### config.mk
export PLATFORM = sky130hd
export DESIGN_NAME = odometer_packet_accumulator
export DESIGN_NICKNAME = d
export VERILOG_FILES = /design/src/hw/rtl/odo_pkg.sv /design/src/hw/rtl/odo_frame.sv /design/src/hw/rtl/odometer_packet_accumulator.sv
export SDC_FILE = /design/constraint.sdc
export NUM_CORES = 2
export LEC_CHECK = 0
export BUFFER_PORTS_ARGS = -buffer_cell sky130_fd_sc_hd__buf_2
export CAP_MARGIN = 20
export CORE_ASPECT_RATIO = 1.75
export CORE_MARGIN = 2
export CORE_UTILIZATION = 40
export CTS_CLUSTER_SIZE = 40
export DETAILED_ROUTE_END_ITERATION = 10
export HOLD_SLACK_MARGIN = 0.03
export PLACE_DENSITY = 0.65
export SYNTH_ARGS = -nofsm -noshare
export SYNTH_HDL_FRONTEND = slang
export SYNTH_SLANG_ARGS = --single-unit
### constraint.sdc
create_clock -name clk -period 16.5 [get_ports clk]
set_input_delay 3.3 -clock clk [delete_from_list [all_inputs] [get_ports clk]]
set_output_delay 3.3 -clock clk [all_outputs]
set_load 0.01 [all_outputs]
### src/hw/rtl/odo_pkg.sv
// ----------------------------------------------------------------------------
// odo_pkg
// Types and fixed constants of the odometer packet accumulator.
// ----------------------------------------------------------------------------
`default_nettype none

package odo_pkg;

	// Operation codes carried in the op field
	localparam logic [1:0] OP_BYTE  = 2'd0;
	localparam logic [1:0] OP_CLEAR = 2'd1;
	localparam logic [1:0] OP_WRITE = 2'd2;

	// Frame markers
	localparam logic [7:0] START_BYTE = 8'h08;
	localparam logic [7:0] HEAD_BYTE  = 8'h02;
	localparam logic [7:0] TAIL_BYTE  = 8'h03;

	// Byte position of the trailer within a frame
	localparam logic [2:0] LAST_COUNT = 3'd7;

	// 0.17541436 mm per count in Q0.16
	localparam logic [15:0] SCALE_RESET = 16'd11496;
	localparam logic [7:0]  DUTY_MAX    = 8'd100;

	typedef struct packed {
		logic [1:0]  op;
		logic [7:0]  rx_byte;
		logic [7:0]  duty;
		logic [3:0]  entry_index;
		logic [15:0] entry_value;
	} in_item_t;

	typedef struct packed {
		logic               frame_good;
		logic signed [15:0] delta_x;
		logic signed [15:0] delta_y;
		logic signed [31:0] total_count_x;
		logic signed [31:0] total_count_y;
		logic signed [47:0] total_mm_x;
		logic signed [47:0] total_mm_y;
	} out_item_t;

	// Status of the frame assembler towards the accumulator
	typedef struct packed {
		logic               last;
		logic               good;
		logic signed [15:0] dx;
		logic signed [15:0] dy;
	} frame_t;

	// Scale table index: (min(duty,100)+5)/10, division by ten done as
	// a multiply by 205 and a shift right by 11 (exact below 1029).
	function automatic logic [3:0] duty_to_index(input logic [7:0] duty);
		logic [6:0]  d;
		logic [6:0]  t;
		logic [14:0] p;
		d = (duty > DUTY_MAX) ? DUTY_MAX[6:0] : duty[6:0];
		t = d + 7'd5;
		p = 15'(t) * 15'd205;
		return p[14:11];
	endfunction

endpackage

`default_nettype wire

### src/hw/rtl/odo_frame.sv
// ----------------------------------------------------------------------------
// odo_frame
// Hunts for the start byte and assembles the eight-byte odometer frame.
// ----------------------------------------------------------------------------
`default_nettype none

module odo_frame import odo_pkg::*; (
	input  wire logic       clk,
	input  wire logic       arst_n,
	input  wire logic       step,
	input  wire logic [7:0] rx_byte,
	output frame_t          frame
);

	logic       in_frame_q;
	logic [2:0] count_q;
	logic [7:0] head_q;
	logic [7:0] dx_lo_q;
	logic [7:0] dx_hi_q;
	logic [7:0] dy_lo_q;
	logic [7:0] dy_hi_q;

	// Advance the position counter
	always_ff @(posedge clk or negedge arst_n) begin
		if (!arst_n) begin
			in_frame_q <= 1'b0;
			count_q    <= '0;
		end else if (step) begin
			if (!in_frame_q) begin
				if (rx_byte == START_BYTE) begin
					in_frame_q <= 1'b1;
					count_q    <= 3'd1;
				end
			end else if (count_q != LAST_COUNT) begin
				count_q <= count_q + 3'd1;
			end else begin
				in_frame_q <= 1'b0;
				count_q    <= '0;
			end
		end
	end

	// Hold the bytes that carry the header and the deltas
	always_ff @(posedge clk) begin
		if (step && in_frame_q) begin
			unique case (count_q)
				3'd1: head_q  <= rx_byte;
				3'd2: dx_lo_q <= rx_byte;
				3'd3: dx_hi_q <= rx_byte;
				3'd4: dy_lo_q <= rx_byte;
				3'd5: dy_hi_q <= rx_byte;
				default: ;
			endcase
		end
	end

	assign frame.last = in_frame_q && (count_q == LAST_COUNT);
	assign frame.good = (head_q == HEAD_BYTE) && (rx_byte == TAIL_BYTE);
	assign frame.dx   = {dx_hi_q, dx_lo_q};
	assign frame.dy   = {dy_hi_q, dy_lo_q};

endmodule

`default_nettype wire

### src/hw/rtl/odometer_packet_accumulator.sv
// ----------------------------------------------------------------------------
// odometer_packet_accumulator
// Odometer UART frame decoder with count and millimetre distance totals.
// ----------------------------------------------------------------------------
// Takes one item per clock: a received UART byte, a clear of the totals or a
// write of one scale table entry. Bytes are searched for the start byte 0x08
// and grouped into eight-byte frames; the eighth byte of each frame produces
// one result item, flagged good when byte 1 is 0x02 and byte 7 is 0x03. A
// good frame adds its signed x and y deltas to 32-bit count totals and
// delta times the Q0.16 scale, picked by the duty of the item that carries
// the eighth byte, to 48-bit Q32.16 millimetre totals, all wrapping. A bad
// frame reports its deltas but leaves the totals alone. An item is latched
// into the input register at acceptance and processed from there; a result
// is then written into the result register and held there until it is taken.
// The block sustains one item per cycle; it stalls only while the result
// register is full and out_ready is low, and then only if the waiting item
// would make a result. The critical path is the duty-indexed scale lookup
// feeding one 16x17 signed multiply and a 48-bit add.
// ----------------------------------------------------------------------------
`default_nettype none

module odometer_packet_accumulator import odo_pkg::*; #(
	parameter int SCALE_ENTRIES = 11
) (
	input  wire logic     clk,
	input  wire logic     arst_n,
	input  wire logic     in_valid,
	output logic          in_ready,
	input  wire in_item_t in_data,
	output logic          out_valid,
	input  wire logic     out_ready,
	output out_item_t     out_data
);

	localparam int IDX_W = (SCALE_ENTRIES > 1) ? $clog2(SCALE_ENTRIES) : 1;

	// Input register
	logic     valid_s1;
	in_item_t item_s1;

	// Totals and scale table
	logic signed [31:0] cnt_x_q;
	logic signed [31:0] cnt_y_q;
	logic signed [47:0] mm_x_q;
	logic signed [47:0] mm_y_q;
	logic [15:0]        scale_q [SCALE_ENTRIES];

	// Result register
	logic      out_valid_q;
	out_item_t out_q;

	frame_t frm;
	logic   res_s1;
	logic   advance;
	logic   add_s1;
	logic   clr_s1;
	logic   wr_s1;

	logic [5:0]         wr_idx;
	logic [5:0]         rd_full;
	logic [5:0]         rd_idx;
	logic [15:0]        scale;
	logic signed [32:0] prod_x;
	logic signed [32:0] prod_y;
	logic signed [31:0] cnt_x_nxt;
	logic signed [31:0] cnt_y_nxt;
	logic signed [47:0] mm_x_nxt;
	logic signed [47:0] mm_y_nxt;

	// Result is due when a byte item lands on the trailer position
	assign res_s1  = valid_s1 && (item_s1.op == OP_BYTE) && frm.last;
	// Advance unless a result would overwrite one still waiting
	assign advance = valid_s1 && (!res_s1 || !out_valid_q || out_ready);
	assign in_ready = !valid_s1 || advance;

	assign add_s1 = advance && res_s1 && frm.good;
	assign clr_s1 = advance && (item_s1.op == OP_CLEAR);
	assign wr_s1  = advance && (item_s1.op == OP_WRITE)
		&& (wr_idx < 6'(SCALE_ENTRIES));

	odo_frame u_frame (
		.clk     (clk),
		.arst_n  (arst_n),
		.step    (advance && (item_s1.op == OP_BYTE)),
		.rx_byte (item_s1.rx_byte),
		.frame   (frm)
	);

	always_ff @(posedge clk or negedge arst_n) begin
		if (!arst_n) begin
			valid_s1 <= 1'b0;
		end else if (in_ready) begin
			valid_s1 <= in_valid;
		end
	end

	always_ff @(posedge clk) begin
		if (in_valid && in_ready) begin
			item_s1 <= in_data;
		end
	end

	// Scale lookup: saturate the duty index to the last entry
	assign wr_idx  = 6'(item_s1.entry_index);
	assign rd_full = 6'(duty_to_index(item_s1.duty));
	assign rd_idx  = (rd_full >= 6'(SCALE_ENTRIES)) ? 6'(SCALE_ENTRIES - 1) : rd_full;
	assign scale   = scale_q[rd_idx[IDX_W-1:0]];

	// Exact Q17.16 products, sign-extended into the 48-bit totals
	assign prod_x = frm.dx * $signed({1'b0, scale});
	assign prod_y = frm.dy * $signed({1'b0, scale});

	assign cnt_x_nxt = add_s1 ? cnt_x_q + 32'(frm.dx) : cnt_x_q;
	assign cnt_y_nxt = add_s1 ? cnt_y_q + 32'(frm.dy) : cnt_y_q;
	assign mm_x_nxt  = add_s1 ? mm_x_q + 48'(prod_x) : mm_x_q;
	assign mm_y_nxt  = add_s1 ? mm_y_q + 48'(prod_y) : mm_y_q;

	// Accumulate, or zero on a clear
	always_ff @(posedge clk or negedge arst_n) begin
		if (!arst_n) begin
			cnt_x_q <= '0;
			cnt_y_q <= '0;
			mm_x_q  <= '0;
			mm_y_q  <= '0;
		end else if (clr_s1) begin
			cnt_x_q <= '0;
			cnt_y_q <= '0;
			mm_x_q  <= '0;
			mm_y_q  <= '0;
		end else begin
			cnt_x_q <= cnt_x_nxt;
			cnt_y_q <= cnt_y_nxt;
			mm_x_q  <= mm_x_nxt;
			mm_y_q  <= mm_y_nxt;
		end
	end

	// Load one scale entry; out-of-range writes are dropped
	always_ff @(posedge clk or negedge arst_n) begin
		if (!arst_n) begin
			for (int i = 0; i < SCALE_ENTRIES; i++) begin
				scale_q[i] <= SCALE_RESET;
			end
		end else if (wr_s1) begin
			for (int i = 0; i < SCALE_ENTRIES; i++) begin
				if (wr_idx == 6'(i)) begin
					scale_q[i] <= item_s1.entry_value;
				end
			end
		end
	end

	// Result register: hold until taken
	always_ff @(posedge clk or negedge arst_n) begin
		if (!arst_n) begin
			out_valid_q <= 1'b0;
		end else if (advance && res_s1) begin
			out_valid_q <= 1'b1;
		end else if (out_ready) begin
			out_valid_q <= 1'b0;
		end
	end

	always_ff @(posedge clk) begin
		if (advance && res_s1) begin
			out_q.frame_good    <= frm.good;
			out_q.delta_x       <= frm.dx;
			out_q.delta_y       <= frm.dy;
			out_q.total_count_x <= cnt_x_nxt;
			out_q.total_count_y <= cnt_y_nxt;
			out_q.total_mm_x    <= mm_x_nxt;
			out_q.total_mm_y    <= mm_y_nxt;
		end
	end

	assign out_valid = out_valid_q;
	assign out_data  = out_q;

endmodule

`default_nettype wire

== Yosys cells after proc, flatten, opt, wreduce, memory -nomap -nowiden ==
Index checks and enable logic that the tools add are counted.

* Add/subtract/negate cells: 6
* $mul: 3
* Div/mod/pow operators: 0
* Magnitude comparators: 4
* Equality and inequality tests: 22
* Shift-type cells: 0
* Multiplexer cells: 21
* Bitwise logic cells: 1
* Reduce and logical (&&, ||, !) cells: 40

{| class="wikitable"
|+ Operators with widths
! kind !! count
|-
| $mux W48 || 4
|-
| $mux W32 || 4
|-
| $add A48 B33 Y48 || 2
|-
| $mul A16 B17 Y33 || 2
|-
| $add A32 B16 Y32 || 2
|-
| $bmux W16 S4 || 1
|-
| $reduce_and A2 Y1 || 17
|-
| $mux W16 || 2
|-
| $eq A4 B3 Y1 const B || 4
|-
| $eq A8 B2 Y1 const B || 2
|-
| $mul A7 B8 Y15 const B || 1
|-
| $logic_and A1 B1 Y1 || 13
|-
| $eq A4 B4 Y1 const B || 3
|-
| $eq A3 B3 Y1 const B || 3
|-
| $mux W3 || 3
|-
| $eq A4 B2 Y1 const B || 2
|-
| $eq A8 B4 Y1 const B || 1
|-
| $gt A8 B7 Y1 const B || 1
|-
| $add A7 B3 Y7 const B || 1
|-
| $mux W7 || 1
|-
| $eq A3 B2 Y1 const B || 2
|-
| $logic_not A6 Y1 || 1
|-
| $ge A5 B5 Y1 const B || 1
|-
| $mux W1 || 5
|-
| 14 further kinds || 19
|}

* Flip-flop bits (word level): 613
* Latch bits: 0
* Bits in writable memories: 0
* ROM bits: 0
* Input port bits: 42
* Output and inout port bits: 195
* Word-level logic and storage cells: 133
* Memories kept: 0

== Longest topological paths before layout ==
* Word-level depth: 14
* Mapped depth: 59
* Mapped depth without buffers: 53

== Modules after synthesis ==
From an unflattened synthesis, not the netlist that was laid out.

* Cell total of the unflattened synthesis: 4901
* Area total of the unflattened synthesis: 50621.0 um^2

{| class="wikitable"
|+ By module, submodules not included
! module !! times used !! cells an instance !! area each (um^2) !! sequential area each (um^2)
|-
| odometer_packet_accumulator || 1 || 4824 || 49068.3 || 15491.1
|-
| odo_frame || 1 || 77 || 1552.7 || 1301.2
|}

== Worst setup path after synthesis ==
OpenSTA, ideal clock, no wires.

* Path type: register to register
* From: register item_s1[23] (netlist bit)
* To: register out_q (netlist bit out_data[88]), data pin
* Setup time: 0.262 ns
* Arrival: 11.649 ns
* Required time: 16.238 ns
* Slack: 4.589 ns
* Stages on the path, launching flop included: 53
* Buffers on the path: 5
* Period minus slack after synthesis: 11.911 ns
* Cells stage by stage: edfxtp_1 -> buf_6 -> o311a_1 -> nor2_1 -> ha_1 -> nor3_2 -> nand2_1 -> nand2_1 -> xor2_1 -> nor2_1 -> ha_1 -> inv_1 -> fa_1 -> inv_1 -> ha_1 -> inv_1 -> fa_1 -> inv_1 -> [... 17 more ...] -> fa_1 -> inv_1 -> fa_1 -> fa_1 -> inv_1 -> fa_1 -> inv_1 -> ha_1 -> clkbuf_1 -> a21oi_1 -> o21ai_0 -> a221oi_1 -> nor2_1 -> a2111o_1 -> o21ai_0 -> nand2b_1 -> a41o_1 -> or2_2

* Word-level cells in the longest chain between the ends: 13

{| class="wikitable"
|+ Ends and longest elaborated chain
! element !! line !! source
|-
| start, declared || odometer_packet_accumulator.sv:39 || <nowiki>in_item_t item_s1;</nowiki>
|-
| start signal, assigned || odometer_packet_accumulator.sv:99 || <nowiki>item_s1 <= in_data;</nowiki>
|-
| $gt A8 B7 Y1 || odo_pkg.sv:58 || <nowiki>d = (duty > DUTY_MAX) ? DUTY_MAX[6:0] : duty[6:0];</nowiki>
|-
| $mux W7 (*) || odo_pkg.sv:58 ||
|-
| $add A7 B3 Y7 (*) || odo_pkg.sv:59 || <nowiki>t = d + 7'd5;</nowiki>
|-
| $mul A7 B8 Y15 (*) || odo_pkg.sv:60 || <nowiki>p = 15'(t) * 15'd205;</nowiki>
|-
| $ge A4 B4 Y1 || odometer_packet_accumulator.sv:106 || <nowiki>assign rd_idx = (rd_full >= 6'(SCALE_ENTRIES)) ? 6'(SCALE_ENTRIES - 1) : rd_full;</nowiki>
|-
| $mux W4 (*) || odometer_packet_accumulator.sv:106 ||
|-
| $not A4 Y5 (not written as such) (*) || odometer_packet_accumulator.sv:107 || <nowiki>assign scale = scale_q[rd_idx[IDX_W-1:0]];</nowiki>
|-
| $bmux W16 S4 (*) || odometer_packet_accumulator.sv:107 ||
|-
| $mux W16 (not written as such) (*) (2 in series) || odometer_packet_accumulator.sv:107 ||
|-
| $mul A16 B17 Y33 (*) || odometer_packet_accumulator.sv:110 || <nowiki>assign prod_x = frm.dx * $signed({1'b0, scale});</nowiki>
|-
| $add A48 B33 Y48 (*) || odometer_packet_accumulator.sv:115 || <nowiki>assign mm_x_nxt = add_s1 ? mm_x_q + 48'(prod_x) : mm_x_q;</nowiki>
|-
| $mux W48 (*) || odometer_packet_accumulator.sv:115 ||
|-
| via mm_x_nxt[40] || odometer_packet_accumulator.sv:67 || <nowiki>logic signed [47:0] mm_x_nxt;</nowiki>
|-
| end, declared || odometer_packet_accumulator.sv:50 || <nowiki>out_item_t out_q;</nowiki>
|}

The timed path passes the listed nets; every way through them passes the cells marked *. The select of a mux whose other input is x is not followed.
A chain may end at the register's enable or synchronous reset.

== Final worst setup path ==
* From: register item_s1[23] (netlist bit)
* To: register out_q (netlist bit out_data[90]), data pin

Same word-level chain as after synthesis.

==> flow_summary.json <==
{
  "maxSlewViolCount": 0,
  "cap_violations": 0,
  "synth.top_cell.area_share_pct": 18.5,
  "drt_iter0_drc": 1962,
  "critPathLaunch": "item_s1[23]$_DFFE_PP_",
  "cts_max_path_buffers": 3,
  "tns_ns": 0,
  "hold_violations": 0,
  "clock-sinks": 613,
  "syn_inst": 4888,
  "area_growth_pct": 10.5,
  "fin_skew_ns": 0.0508,
  "synthTopCellsByArea": "fa_1 18%, edfxtp_1 16%, dfrtp_1 13%, ha_1 11%, inv_1 5.3%",
  "pin_count": 237,
  "async_reset_ff_share_pct": 55.8,
  "r2r_start": "item_s1[23]$_DFFE_PP_",
  "synth-xor-area-share_pct": 2.26,
  "num-fill-cells": 11900,
  "cp.required_ns": 16.92,
  "regArea_sq_um": 16800,
  "timing.fmax_mhz": 70.7,
  "period_needed_ns": 14.15,
  "hpwlAfterDp_mm": 101,
  "yosys_warnings": 0,
  "relSlewSlack_pct": 22.2,
  "dieWidth_um": 272,
  "routed_wl_mm": 140,
  "setup_viol": 0,
  "synth_area_leader_cell": "fa_1",
  "hp-start": "scale_q[49]$_DFFE_PN0P_",
  "h-tree-depth": 3,
  "synthAdderAreaFrac_pct": 29.1,
  "syn_nets": 5819,
  "synth_top_family_by_area": "adder cells",
  "drt_pass1_iterations": 5,
  "fin_crit_sh_pct": 85.8,
  "outcome": "finished, final reports clean",
  "grt_max_degree": 142,
  "mostFrequentLayoutCells": "714 x inv_1, 604 x nand2_1, 464 x fa_1, 425 x ha_1, 357 x and2_1",
  "die_area_sq_um": 129000,
  "yosys.area_share.simple_pct": 13.6,
  "rsz0062_at_grt": "no",
  "clk_latency_ns": 0.71,
  "final_common_cell": "inv_1",
  "port_buffers": 236,
  "post_cts_resized": 0,
  "numCtsBuffers": 66,
  "drc": 0,
  "cts_root_buffer": "clkbuf_16",
  "synth_flop_cell": "edfxtp_1",
  "cts_setup_buffers": 0,
  "rows": 172,
  "end_kind": "flop",
  "hp-class": "flop to flop",
  "layout-drive-gt1-share_pct": 14.5,
  "antenna_found_initial": 9,
  "grt-ovfl-total": 0,
  "nets": 5963,
  "grt.total_usage_pct": 22.1,
  "multi_input_area_sq_um": 30000,
  "critical_path_arrival_ns": 14.58,
  "syn-cell-area_sq_um": 50300,
  "synth_compound_area_share_pct": 9.11,
  "grt_pass1_vias": 38300,
  "cts_tree": "done",
  "antenna_left": 0,
  "slowest_delay_ns": 0.81,
  "core_sq_um": 125000,
  "avgSynthCellArea_sq_um": 10.3,
  "synth_edf_count": 271,
  "wl_per_cell_um": 20.7,
  "routed_via_density": 5.32,
  "worst_pin_slew_ns": 1.17,
  "ys_ff_latch": 613,
  "crit_slowest_cell": "xor2_2",
  "grt_first_pass_wirelength_mm": 219,
  "place.gp.congestion": 0.893,
  "cts.reportedPaths.clkPinSlew_ns": 0.07,
  "cp_max_fo": 19,
  "ctsHoldBuffers": 0,
  "path_class": "flop to flop",
  "critPathLaunchType": "flop",
  "ys_seq_area_share_pct": 33.4,
  "vias": 35900,
  "initial_core_util_pct": 40.2,
  "die_h_um": 473,
  "synth.distinct_cells": 92,
  "muxShareOfSynthArea_pct": 5.42
}
[synth_stat cells (13+ instances only)]
library cell	n
a211oi_1	31
a21o_1	78
a21oi_1	233
a31oi_1	30
and2_1	358
and3_1	36
buf_2	46
clkbuf_1	147
dfrtp_1	265
dfstp_2	77
edfxtp_1	271
fa_1	464
ha_1	425
inv_1	714
mux2_2	202
mux2i_1	40
nand2_1	605
nand2b_1	28
nand3_1	52
nand4_1	31
nor2_1	125
nor2b_1	41
nor3_1	25
nor3b_1	13
o21a_1	21
o21ai_0	140
o21bai_1	23
xnor2_1	83
xor2_1	45
[registers in the layout, indices dropped and copies added (netlist names), 32 cells and up]
signal	flops
cnt_x_q	32
mm_y_q	48
out_data	193
item_s1	38
cnt_y_q	32
mm_x_q	48
scale_q	176
[per-layer routing]
layer	track usage (%)	routed length (um)	up-vias
met5	0	0	-
met4	8.82	5290	0
met3	2.78	6140	262
met2	40.1	72700	907
met1	26.5	55800	18300
li1	-	-	16400
[cell type report]
class	count	share of cell area [%]
Antenna cell	5	0.0225
Clock buffer	79	3.25
Clock inverter	42	0.928
Inverter	714	4.82
Multi-Input combinational cell	3350	54.0
Sequential cell	613	30.2
Tap cell	1653	3.72
Timing Repair Buffer	287	3.01
[worst paths after layout]
check                                          end  slack [ns]  cells after the start
min                        scale_q[49]$_DFFE_PN0P_        0.50                      1
max in group asynchronous     mm_y_q[30]$_DFF_PN0_       11.42                      3
max                         out_data[90]$_DFFE_PP_        2.35                     48
max reg2reg                 out_data[90]$_DFFE_PP_        2.35                     48
min reg2reg                scale_q[49]$_DFFE_PN0P_        0.50                      1
min in group asynchronous    cnt_x_q[24]$_DFF_PN0_        2.62                      1
[critical path: cells and delay by family (launching register included)]
family	cells	cell delay [ns]
AND/OR/NAND/NOR	15	3.40
flip-flops	1	0.50
AO/OA/AOI/OAI	9	2.98
XOR/XNOR	2	0.98
adder cells (fa/ha/maj)	13	5.26
buffers and inverters	9	0.77
[stage by stage]
stage | worst slack, ns | hold slack [ns] | cell area [sq um] | utilization (%) | cells
after detailed placement | 2.28 | 0.493 | 53100 | 42.5 | 6611
after global placement | 2.46 | 0.482 | 53100 | 42.5 | 6610
after global routing | 1.47 | 0.516 | 55600 | 44.4 | 6739
after CTS | 2.23 | 0.507 | 55400 | 44.3 | 6732
final | 2.35 | 0.505 | 55600 | 44.4 | 6743
after floorplan | 4.59 | 0.473 | 50300 | - | 4888
[logic make-up (layout without fill, tap and decap cells)]
logic type,after synthesis,count (layout)
simple gates,1384,1384
buf+inv,925,1122
fa+ha+maj,889,889
compound gates,702,702
flops,613,613
mux,246,246
xor+xnor,129,129
other cells,0,5
Power is left out: the tool's default activity adds up to more than one toggle a clock period on the data nets, which glitch-free logic cannot reach.
